**config.mk**
```make
export PLATFORM = sky130hd
export DESIGN_NAME = self_calibrating_stick_to_directions
export DESIGN_NICKNAME = d
export VERILOG_FILES = /design/src/rtl/scsd_pkg.sv /design/src/rtl/scsd_calib.sv /design/src/rtl/scsd_third.sv /design/src/rtl/self_calibrating_stick_to_directions.sv
export SDC_FILE = /design/constraint.sdc
export NUM_CORES = 1
export LEC_CHECK = 0
export BUFFER_PORTS_ARGS = -buffer_cell sky130_fd_sc_hd__buf_2
export CORE_MARGIN = 8
export CORE_UTILIZATION = 50
export CTS_CLUSTER_DIAMETER = 80
export DETAILED_ROUTE_END_ITERATION = 12
export PLACE_DENSITY = 0.7
export SLEW_MARGIN = 30
export SYNTH_ARGS = -nofsm -noshare
export SYNTH_HDL_FRONTEND = slang
export SYNTH_HIERARCHICAL = 1
export SYNTH_SLANG_ARGS = --single-unit
```
**constraint.sdc**
```tcl
create_clock -name clk -period 10.95 [get_ports clk]
set_input_delay 1.6425 -clock clk [delete_from_list [all_inputs] [get_ports clk]]
set_output_delay 1.6425 -clock clk [all_outputs]
set_load 0.01 [all_outputs]
```
**src/rtl/scsd_pkg.sv**
```systemverilog
// Shared types and constants for the self-calibrating stick decoder
`timescale 1ns / 1ps
`default_nettype none

package scsd_pkg;

	// field widths
	localparam int AXIS_BITS  = 15;
	localparam int PORT_BITS  = 2;
	localparam int COUNT_BITS = 3;
	localparam int DIR_BITS   = 10;

	// register reset and calibration limits
	localparam logic [COUNT_BITS-1:0] COUNT_RESET = COUNT_BITS'(1);
	localparam logic [AXIS_BITS-1:0]  MIN_SPAN    = AXIS_BITS'(100);
	localparam logic [AXIS_BITS-1:0]  AXIS_MAX    = {AXIS_BITS{1'b1}};

	// divide by three as multiply by an under-estimated reciprocal
	localparam int DIV3_SHIFT   = AXIS_BITS + 1;
	localparam int DIV3_MUL_INT = (1 << DIV3_SHIFT) / 3;
	localparam logic [AXIS_BITS-1:0] DIV3_MUL = AXIS_BITS'(DIV3_MUL_INT);

	// bit positions in the direction word
	localparam int DIR_DOWN  = 0;
	localparam int DIR_RIGHT = 1;
	localparam int DIR_UP    = 8;
	localparam int DIR_LEFT  = 9;

	// one stick sample request
	typedef struct packed {
		logic [PORT_BITS-1:0] port_number;
		logic                 sample_valid;
		logic [AXIS_BITS-1:0] stick_x;
		logic [AXIS_BITS-1:0] stick_y;
		logic                 button_raw;
	} smp_t;

	// one direction result
	typedef struct packed {
		logic [DIR_BITS-1:0] direction_word;
		logic                fire;
	} dir_t;

	// one axis after calibration update
	typedef struct packed {
		logic [AXIS_BITS-1:0] value;
		logic [AXIS_BITS-1:0] lo;
		logic [AXIS_BITS-1:0] span;
	} axis_t;

	// calibrated sample handed to the classification stage
	typedef struct packed {
		axis_t x;
		axis_t y;
		logic  active;
		logic  button_raw;
	} cal_t;

endpackage

`default_nettype wire

```
**src/rtl/scsd_calib.sv**
```systemverilog
// Running min/max calibration state and stick count register
`timescale 1ns / 1ps
`default_nettype none

module scsd_calib (
	input  wire logic                              clk,
	input  wire logic                              arst_n,
	input  wire logic                              cfg_we,
	input  wire logic [scsd_pkg::COUNT_BITS-1:0]   cfg_data,
	input  wire logic                              take,
	input  wire scsd_pkg::smp_t                    smp,
	output scsd_pkg::cal_t                         cal
);

	logic [scsd_pkg::COUNT_BITS-1:0] count_q;
	logic [scsd_pkg::AXIS_BITS-1:0]  x_lo_q, x_hi_q, y_lo_q, y_hi_q;
	logic [scsd_pkg::AXIS_BITS-1:0]  x_lo_n, x_hi_n, y_lo_n, y_hi_n;
	logic [scsd_pkg::AXIS_BITS-1:0]  x_span, y_span;
	logic                            port_ok;
	logic                            upd;

	// port attached and sample usable
	assign port_ok = {1'b0, smp.port_number} < count_q;
	assign upd     = take & port_ok & smp.sample_valid;

	// widen the ranges to take in this sample
	always_comb begin
		x_hi_n = (smp.stick_x > x_hi_q) ? smp.stick_x : x_hi_q;
		x_lo_n = (smp.stick_x < x_lo_q) ? smp.stick_x : x_lo_q;
		y_hi_n = (smp.stick_y > y_hi_q) ? smp.stick_y : y_hi_q;
		y_lo_n = (smp.stick_y < y_lo_q) ? smp.stick_y : y_lo_q;
		x_span = x_hi_n - x_lo_n;
		y_span = y_hi_n - y_lo_n;
	end

	// calibrated sample for the next stage
	always_comb begin
		cal.x.value    = smp.stick_x;
		cal.x.lo       = x_lo_n;
		cal.x.span     = x_span;
		cal.y.value    = smp.stick_y;
		cal.y.lo       = y_lo_n;
		cal.y.span     = y_span;
		cal.active     = port_ok & smp.sample_valid
			& (x_span >= scsd_pkg::MIN_SPAN) & (y_span >= scsd_pkg::MIN_SPAN);
		cal.button_raw = smp.button_raw;
	end

	// stick count register
	always_ff @(posedge clk or negedge arst_n) begin
		if (!arst_n) begin
			count_q <= scsd_pkg::COUNT_RESET;
		end else if (cfg_we) begin
			count_q <= cfg_data;
		end
	end

	// min/max state
	always_ff @(posedge clk or negedge arst_n) begin
		if (!arst_n) begin
			x_lo_q <= scsd_pkg::AXIS_MAX;
			x_hi_q <= '0;
			y_lo_q <= scsd_pkg::AXIS_MAX;
			y_hi_q <= '0;
		end else if (upd) begin
			x_lo_q <= x_lo_n;
			x_hi_q <= x_hi_n;
			y_lo_q <= y_lo_n;
			y_hi_q <= y_hi_n;
		end
	end

endmodule

`default_nettype wire

```
**src/rtl/scsd_third.sv**
```systemverilog
// Splits one axis into thirds of its calibrated span
`timescale 1ns / 1ps
`default_nettype none

module scsd_third (
	input  wire logic          clk,
	input  wire logic          en,
	input  wire scsd_pkg::axis_t axis,
	output logic               low,
	output logic               high
);

	localparam int A = scsd_pkg::AXIS_BITS;

	logic [2*A-1:0] prod;
	logic [A-1:0]   q_est;
	logic [A-1:0]   val_s3, lo_s3, span_s3, q_s3;
	logic [A+1:0]   q3, r_est, r_fix;
	logic           fix;
	logic [A-1:0]   q;
	logic [A:0]     lower;
	logic [A+1:0]   upper;

	// estimate span/3, may fall short by one
	assign prod  = {{A{1'b0}}, axis.span} * {{A{1'b0}}, scsd_pkg::DIV3_MUL};
	assign q_est = {1'b0, prod[2*A-1:scsd_pkg::DIV3_SHIFT]};

	// stage register
	always_ff @(posedge clk) begin
		if (en) begin
			val_s3  <= axis.value;
			lo_s3   <= axis.lo;
			span_s3 <= axis.span;
			q_s3    <= q_est;
		end
	end

	// correct quotient and remainder
	always_comb begin
		q3    = {2'b00, q_s3} + {1'b0, q_s3, 1'b0};
		r_est = {2'b00, span_s3} - q3;
		fix   = r_est >= (A+2)'(3);
		q     = q_s3 + A'(fix);
		r_fix = fix ? r_est - (A+2)'(3) : r_est;
	end

	// edges at lo + span/3 and lo + 2*span/3
	always_comb begin
		lower = {1'b0, lo_s3} + {1'b0, q};
		upper = {2'b00, lo_s3} + {1'b0, q, 1'b0} + (A+2)'(r_fix >= (A+2)'(2));
		low   = {1'b0, val_s3} < lower;
		high  = {2'b00, val_s3} > upper;
	end

endmodule

`default_nettype wire

```
**src/rtl/self_calibrating_stick_to_directions.sv**
```systemverilog
// Top level: analog stick samples in, calibrated direction words out
//
// Usage:
//   smp carries one stick sample per request (smp_valid / smp_ready).
//   dir returns exactly one direction word and fire bit per sample
//   (dir_valid / dir_ready), in request order.
//   cfg writes the stick count register (cfg_valid / cfg_ready); it is
//   always ready; users write it only while idle, the block does not enforce it.
// Timing:
//   A sample passes the input, calibrated sample, stage-three and
//   result registers. One sample per cycle while dir_ready is high;
//   the only loop is the calibration min/max compare and select.
// Reset:
//   arst_n clears the stage valid flags, sets the stick count to one and
//   sets the ranges to empty (minimum all ones, maximum zero).
// Stall:
//   When dir_ready is low the pipeline keeps filling its empty stages,
//   then holds; smp_ready drops only once all four stages are full.
`timescale 1ns / 1ps
`default_nettype none

module self_calibrating_stick_to_directions (
	input  wire logic                            clk,
	input  wire logic                            arst_n,
	input  wire logic                            smp_valid,
	output logic                                 smp_ready,
	input  wire scsd_pkg::smp_t                  smp,
	output logic                                 dir_valid,
	input  wire logic                            dir_ready,
	output scsd_pkg::dir_t                       dir,
	input  wire logic                            cfg_valid,
	output logic                                 cfg_ready,
	input  wire logic [scsd_pkg::COUNT_BITS-1:0] cfg_data
);

	logic           v_s1, v_s2, v_s3, v_s4;
	logic           en1, en2, en3, en4;
	scsd_pkg::smp_t smp_s1;
	scsd_pkg::cal_t cal;
	scsd_pkg::cal_t cal_s2;
	logic           active_s3, btn_s3;
	logic           x_low, x_high, y_low, y_high;
	scsd_pkg::dir_t dir_n;
	scsd_pkg::dir_t dir_s4;

	// stage enables, each stage moves when the next can take it
	assign en4       = !v_s4 || dir_ready;
	assign en3       = !v_s3 || en4;
	assign en2       = !v_s2 || en3;
	assign en1       = !v_s1 || en2;
	assign smp_ready = en1;
	assign cfg_ready = 1'b1;

	// stage valid flags
	always_ff @(posedge clk or negedge arst_n) begin
		if (!arst_n) begin
			v_s1 <= 1'b0;
			v_s2 <= 1'b0;
			v_s3 <= 1'b0;
			v_s4 <= 1'b0;
		end else begin
			if (en1) v_s1 <= smp_valid;
			if (en2) v_s2 <= v_s1;
			if (en3) v_s3 <= v_s2;
			if (en4) v_s4 <= v_s3;
		end
	end

	// input register
	always_ff @(posedge clk) begin
		if (en1 && smp_valid) begin
			smp_s1 <= smp;
		end
	end

	// calibration update as the sample leaves stage one
	scsd_calib u_calib (
		.clk      (clk),
		.arst_n   (arst_n),
		.cfg_we   (cfg_valid & cfg_ready),
		.cfg_data (cfg_data),
		.take     (v_s1 & en2),
		.smp      (smp_s1),
		.cal      (cal)
	);

	// calibrated sample register
	always_ff @(posedge clk) begin
		if (en2 && v_s1) begin
			cal_s2 <= cal;
		end
	end

	// thirds per axis, each holds its own stage-three register
	scsd_third u_third_x (
		.clk  (clk),
		.en   (en3 & v_s2),
		.axis (cal_s2.x),
		.low  (x_low),
		.high (x_high)
	);

	scsd_third u_third_y (
		.clk  (clk),
		.en   (en3 & v_s2),
		.axis (cal_s2.y),
		.low  (y_low),
		.high (y_high)
	);

	always_ff @(posedge clk) begin
		if (en3 && v_s2) begin
			active_s3 <= cal_s2.active;
			btn_s3    <= cal_s2.button_raw;
		end
	end

	// quadrature direction word and fire from the active-low button
	always_comb begin
		dir_n = '0;
		if (active_s3) begin
			dir_n.direction_word[scsd_pkg::DIR_RIGHT] = x_low;
			dir_n.direction_word[scsd_pkg::DIR_LEFT]  = x_high;
			dir_n.direction_word[scsd_pkg::DIR_DOWN]  = y_low ^ x_low;
			dir_n.direction_word[scsd_pkg::DIR_UP]    = y_high ^ x_high;
			dir_n.fire                                = ~btn_s3;
		end
	end

	// result register
	always_ff @(posedge clk) begin
		if (en4 && v_s3) begin
			dir_s4 <= dir_n;
		end
	end

	assign dir_valid = v_s4;
	assign dir       = dir_s4;

`ifndef SYNTHESIS
	// input stalls only when the whole pipeline backs up behind the output
	a_stall_backs_up: assert property (@(posedge clk) disable iff (!arst_n)
		!smp_ready |-> (dir_valid && !dir_ready))
		else $error("input stalled without a full pipeline");

	// right and left never both set
	a_no_both_x: assert property (@(posedge clk) disable iff (!arst_n)
		dir_valid |-> !(dir.direction_word[scsd_pkg::DIR_RIGHT]
			&& dir.direction_word[scsd_pkg::DIR_LEFT]))
		else $error("right and left both set");

	// unused direction bits stay clear
	a_unused_bits: assert property (@(posedge clk) disable iff (!arst_n)
		dir_valid |-> (dir.direction_word[7:2] == 6'd0))
		else $error("unused direction bits set");
`endif

endmodule

`default_nettype wire
```
==> flow_summary_export.csv, run 1 <==
group,metric,value,unit
outcome,status,"completed",
global_routing,grt_overflow,0,
worst_setup_path,cp_slowest_cell,"a2111oi_0",
global_routing,grt_start_max_net_pins,84,
route,drc_errors,0,
clocking,cts_setup_buffers,0,
yosys,syn_area_per_cell,10.5,um2
clocking,cts_tree,"built",
yosys,synth_commonest_cells,"496 x ha_1, 427 x inv_1, 251 x edfxtp_1",
hold_path,hold_class,"flip-flop to flip-flop",
worst_setup_path,cp_num_buf_inv,1,
timing,finalHoldViolations,0,
clocking,postCtsHoldBufs,0,
yosys,synth_cell_types,106,
route,routed-via-count,19800,
worst_setup_path,rrSetupSlack,2.90,ns
route,wirelength,62700,um
worst_setup_path,r2r_cells,31,
timing,finalCriticalPeriod,8.05,ns
route,viasPerCell,5.55,
global_routing,grt_pass1_wl,102000,um
floorplanning,dieArea,65500,um2
yosys,syn_area,28800,um2
global_routing,antenna_found_initial,0,
worst_setup_path,crit_family,"compound AO/OA/AOI/OAI gates",
global_routing,grt_usage,0.189,
layout,drive_gt1_frac,0.0771,
yosys,yosysMostFrequentCell,"ha_1",
worst_setup_path,cp_common_cell,"ha_1",
route,dr.pass1.iters,5,
yosys,synth_edf_count,251,
layout,fillers,4967,
floorplanning,initial_core_util,0.503,
timing,max-slew-margin-rel,0.403,
clocking,cts_made_buffers,34,
layout,n_antenna_cell,0,
route,post_drt_wl_per_cell,17.6,um
floorplanning,core,57300,um2
layout,largest_reg_flops,92,
timing,finalSetupViolations,0,
route,dr.first_iter.drc_count,1037,
placement,place_inst,3504,
worst_setup_path,startpoint_type,"flip-flop",
placement,numPortBuffers,48,
hold_path,holdPathStages,0,
yosys,ys.flop_type,"edfxtp_1",
worst_setup_path,cpPeakStageDelay,0.49,ns
layout,final_cells,3565,
timing,fmax,0.124,GHz
run,maxCapViolCount,0,
yosys,ys_seq_area_frac,0.321,
clocking,cts-htree-levels,2,
clocking,cts_sinks,318,
placement,place_hpwl,51900,um
timing,finalMaxSlewViolations,0,
layout,biggestRegsByFlops,"cal_s2: 92 flops, smp_s1: 34 flops",
floorplanning,die_h,256,um
worst_setup_path,required,11.25,ns
clocking,post_cts_resized,0,
yosys,synth_top_area_cell,"edfxtp_1",
timing,setup_tns,0,ns
clocking,clockBufferDepth,3,
worst_setup_path,cp.arrival,8.34,ns
worst_setup_path,critPathKind,"flip-flop to flip-flop",
layout,syn_to_final_growth,6.93,%
floorplanning,boundaryPins,56,
worst_setup_path,path_max_fanout,10,
timing,tightest_slew,0.895,ns
yosys,synthTopCellsByArea,"edfxtp_1 26%, ha_1 22%, fa_1 11%",
yosys,synth-seq-cells,318,
clocking,root_buffer,"clkbuf_16",
clocking,clock_latency,0.55,ns
timing,rsz0062_at_grt,"no",
global_routing,grt_pass1_vias,20100,
layout,nNetsFinal,3471,
placement,routabilityCongestion,0.914,
yosys,ys_warn_count,6,
layout,top_register,"cal_s2",
timing,min_period_over_period,0.735,
worst_setup_path,cp.depth,31,
yosys,yosysTopAreaCellShare,0.262,
yosys,postSynth.asyncResetShare,0.211,
worst_setup_path,cp-end-kind,"flip-flop",
floorplanning,die_w,256,um
route,ant_nets,0,
timing,fin_skew,0.0239,ns
clocking,path_clk_slew,0.06,ns
yosys,postSynthCellCount,2747,
floorplanning,rows,88,
[final cells by class]
type                       count  area, um2  area share
sequential                   318       9250       0.301
clock inverter                21        185     0.00602
tap                          765        957      0.0311
inverter                     428       1610      0.0522
clock buffer                  40        893      0.0290
multi-input combinational   1935      17600       0.570
timing repair buffer          58        330      0.0107
[worst paths after layout]
check / from / endpoint
worst max-delay path: u_third_x/q_s3[4]$_DFFE_PP_ / dir[1]$_SDFFCE_PN0P_
worst min-delay path: cal_s2[84]$_DFFE_PP_ / u_third_x/val_s3[7]$_DFFE_PP_
worst max register to register: u_third_x/q_s3[4]$_DFFE_PP_ / dir[1]$_SDFFCE_PN0P_
worst min register to register: cal_s2[84]$_DFFE_PP_ / u_third_x/val_s3[7]$_DFFE_PP_
max in group asynchronous: arst_n / u_calib/y_hi_q[5]$_DFFE_PN0P_
min in group asynchronous: arst_n / u_calib/x_hi_q[1]$_DFFE_PN0P_
[stage by stage]
stage                      util  hold WS (ns)  instance area, um2  worst slack (ns)
after floorplan               -         0.400               28800              2.97
after global placement    0.518         0.405               29700              3.25
after detailed placement  0.519         0.405               29700              3.08
after CTS                 0.537         0.411               30800              3.06
after global routing      0.538         0.426               30800              2.40
final                     0.538         0.415               30800              2.90
[cell families after synthesis]
| group | count (synthesis) | share of synthesized area |
|---|---|---|
| adders and majority gates | 656 | 0.326 |
| AOI/OAI and AO/OA | 561 | 0.129 |
| and+or+nand+nor | 521 | 0.0914 |
| buffers and inverters | 499 | 0.0706 |
| DFF | 318 | 0.321 |
| xor gates and xnor gates | 150 | 0.0459 |
| muxes | 40 | 0.0152 |
| other | 2 | 0.000261 |
[layer usage]
| metal | global-route usage | vias up | wire length, um |
|---|---|---|---|
| met4 | 0.0439 | 0 | 1130 |
| li1 | - | 9691 | - |
| met5 | 0 | - | 0 |
| met3 | 0.0268 | 74 | 2910 |
| met1 | 0.269 | 9544 | 30400 |
| met2 | 0.302 | 459 | 28300 |
[layout by cell type (no fill, tap or decap), drive strengths merged, types with 27 or more instances in the layout]
| cell type | count |
|---|---|
| xor2 | 55 |
| dfrtp | 36 |
| o21ai | 138 |
| o21a | 32 |
| a21o | 51 |
| buf | 58 |
| nand3 | 41 |
| ha | 496 |
| clkbuf | 40 |
| fa | 158 |
| edfxtp | 251 |
| xnor2 | 95 |
| dfstp | 31 |
| nand2 | 164 |
| nand2b | 28 |
| nor2 | 102 |
| inv | 431 |
| nor3 | 34 |
| nor2b | 27 |
| a21oi | 162 |
Power of run 1 is left out: the tool's default activity adds up to more than one toggle a clock period on the data nets, which glitch-free logic cannot reach.
==> run 2, diff against run 1 <==
- PLACE_DENSITY: 0.7 -> 0.72
- clock period: 10.95 -> 7.3 ns (I/O delays scaled with it)
==> flow_summary_export.csv, run 2 (synthesis gave the netlist of run 1 again) <==
group,metric,value,unit
clocking,cts_tree,"built",
layout,fillers,4829,
floorplanning,core,57300,um2
hold_path,hold_class,"flip-flop to flip-flop",
worst_setup_path,required,7.65,ns
global_routing,grt_pass1_vias,20600,
floorplanning,dieArea,65500,um2
worst_setup_path,cp_slowest_cell,"or4_4",
route,routed-via-count,20200,
global_routing,antenna_found_initial,1,
timing,finalCriticalPeriod,7.05,ns
floorplanning,initial_core_util,0.503,
worst_setup_path,crit_family,"compound AO/OA/AOI/OAI gates",
worst_setup_path,cpPeakStageDelay,0.56,ns
placement,place_hpwl,51700,um
worst_setup_path,path_max_fanout,4,
timing,finalMaxSlewViolations,0,
run,maxCapViolCount,0,
timing,min_period_over_period,0.966,
route,drc_errors,0,
worst_setup_path,cp_num_buf_inv,3,
worst_setup_path,startpoint_type,"flip-flop",
worst_setup_path,rrSetupSlack,0.25,ns
worst_setup_path,critPathKind,"flip-flop to flip-flop",
route,viasPerCell,5.53,
route,ant_nets,0,
placement,place_inst,3588,
layout,biggestRegsByFlops,"cal_s2: 92 flops, smp_s1: 34 flops",
clocking,cts_made_buffers,31,
floorplanning,rows,88,
hold_path,holdPathStages,0,
route,dr.first_iter.drc_count,1091,
layout,final_common_cell,"ha_1",
timing,finalSetupViolations,0,
placement,routabilityCongestion,0.899,
global_routing,grt_pass1_wl,102000,um
global_routing,grt_start_max_net_pins,89,
timing,tightest_slew,0.898,ns
clocking,clockBufferDepth,3,
layout,layout_common_cells,"480 x ha_1, 419 x inv_1, 251 x edfxtp_1",
worst_setup_path,r2r_cells,32,
clocking,cts-htree-levels,1,
timing,max-slew-margin-rel,0.401,
timing,rsz0062_at_grt,"yes",
layout,final_area,32100,um2
route,dr.pass1.iters,7,
clocking,cts_sinks,318,
clocking,postCtsHoldBufs,0,
outcome,status,"completed",
layout,syn_to_final_growth,11.6,%
layout,top_register,"cal_s2",
layout,final_cells,3656,
worst_setup_path,cp.arrival,7.40,ns
global_routing,grt_overflow,0,
clocking,path_clk_slew,0.06,ns
worst_setup_path,cp-end-kind,"flip-flop",
layout,largest_reg_flops,92,
worst_setup_path,cp.depth,32,
timing,fmax,0.142,GHz
route,post_drt_wl_per_cell,17.4,um
placement,place_area,30300,um2
clocking,root_buffer,"clkbuf_16",
layout,drive_gt1_frac,0.136,
timing,hold-worst-slack,0.399,ns
route,wirelength,63600,um
global_routing,grt_usage,0.187,
placement,numPortBuffers,48,
floorplanning,die_w,256,um
timing,fin_skew,0.0431,ns
timing,finalHoldViolations,0,
layout,n_antenna_cell,0,
floorplanning,die_h,256,um
layout,nNetsFinal,3563,
clocking,clock_latency,0.59,ns
floorplanning,boundaryPins,56,
-- run 2: cell count changes in the layout (fill, tap and decap cells not counted), sizes merged --
cell,delta
bufinv,+5
clkbuf,-2
inv,+1
clkinvlp,+3
clkinv,-11
buf,+95
-- run 2: timing repair --
action,in CTS,in global routing
resized for setup,20,100
endpoints found under the setup margin,2,4
pin swaps,5,53
setup buffers,0,11
-- run 2: final timing paths --
kind	from	endpoint
min	cal_s2[89]$_DFFE_PP_	u_third_x/val_s3[12]$_DFFE_PP_
min reg2reg	cal_s2[89]$_DFFE_PP_	u_third_x/val_s3[12]$_DFFE_PP_
max	u_third_y/q_s3[2]$_DFFE_PP_	dir[9]$_SDFFCE_PN0P_
min in group asynchronous	arst_n	u_calib/x_hi_q[1]$_DFFE_PN0P_
max reg2reg	u_third_y/q_s3[2]$_DFFE_PP_	dir[9]$_SDFFCE_PN0P_
max in group asynchronous	arst_n	u_calib/x_hi_q[5]$_DFFE_PN0P_
-- run 2: metrics by stage --
stage                util  worst slack (ns)  TNS (ns)
floorplan               -             0.368         0
global placement    0.529            0.0450         0
detailed placement  0.530            -0.143    -0.268
CTS                 0.551           0.00261         0
global route        0.561            -0.121    -0.223
finish              0.561             0.250         0
-- run 2: metal layers --
metal  vias up  GRT usage  part of all wire
met3       108     0.0289             0.050
met1      9804      0.262              0.48
met4         0     0.0572             0.025
li1       9849          -                 -
met2       468      0.298              0.45
met5         -          0                 0
-- run 2: cell type report --
class / instances / area [um2] / share of cell area
Timing Repair Buffer: 153 / 1060 / 0.0331
Clock inverter: 19 / 294 / 0.00915
Inverter: 428 / 1610 / 0.0500
Clock buffer: 38 / 832 / 0.0259
Tap cell: 765 / 957 / 0.0298
Sequential cell: 318 / 9250 / 0.288
Multi-Input combinational cell: 1935 / 18100 / 0.564
Power of run 2 is left out for the same reason.
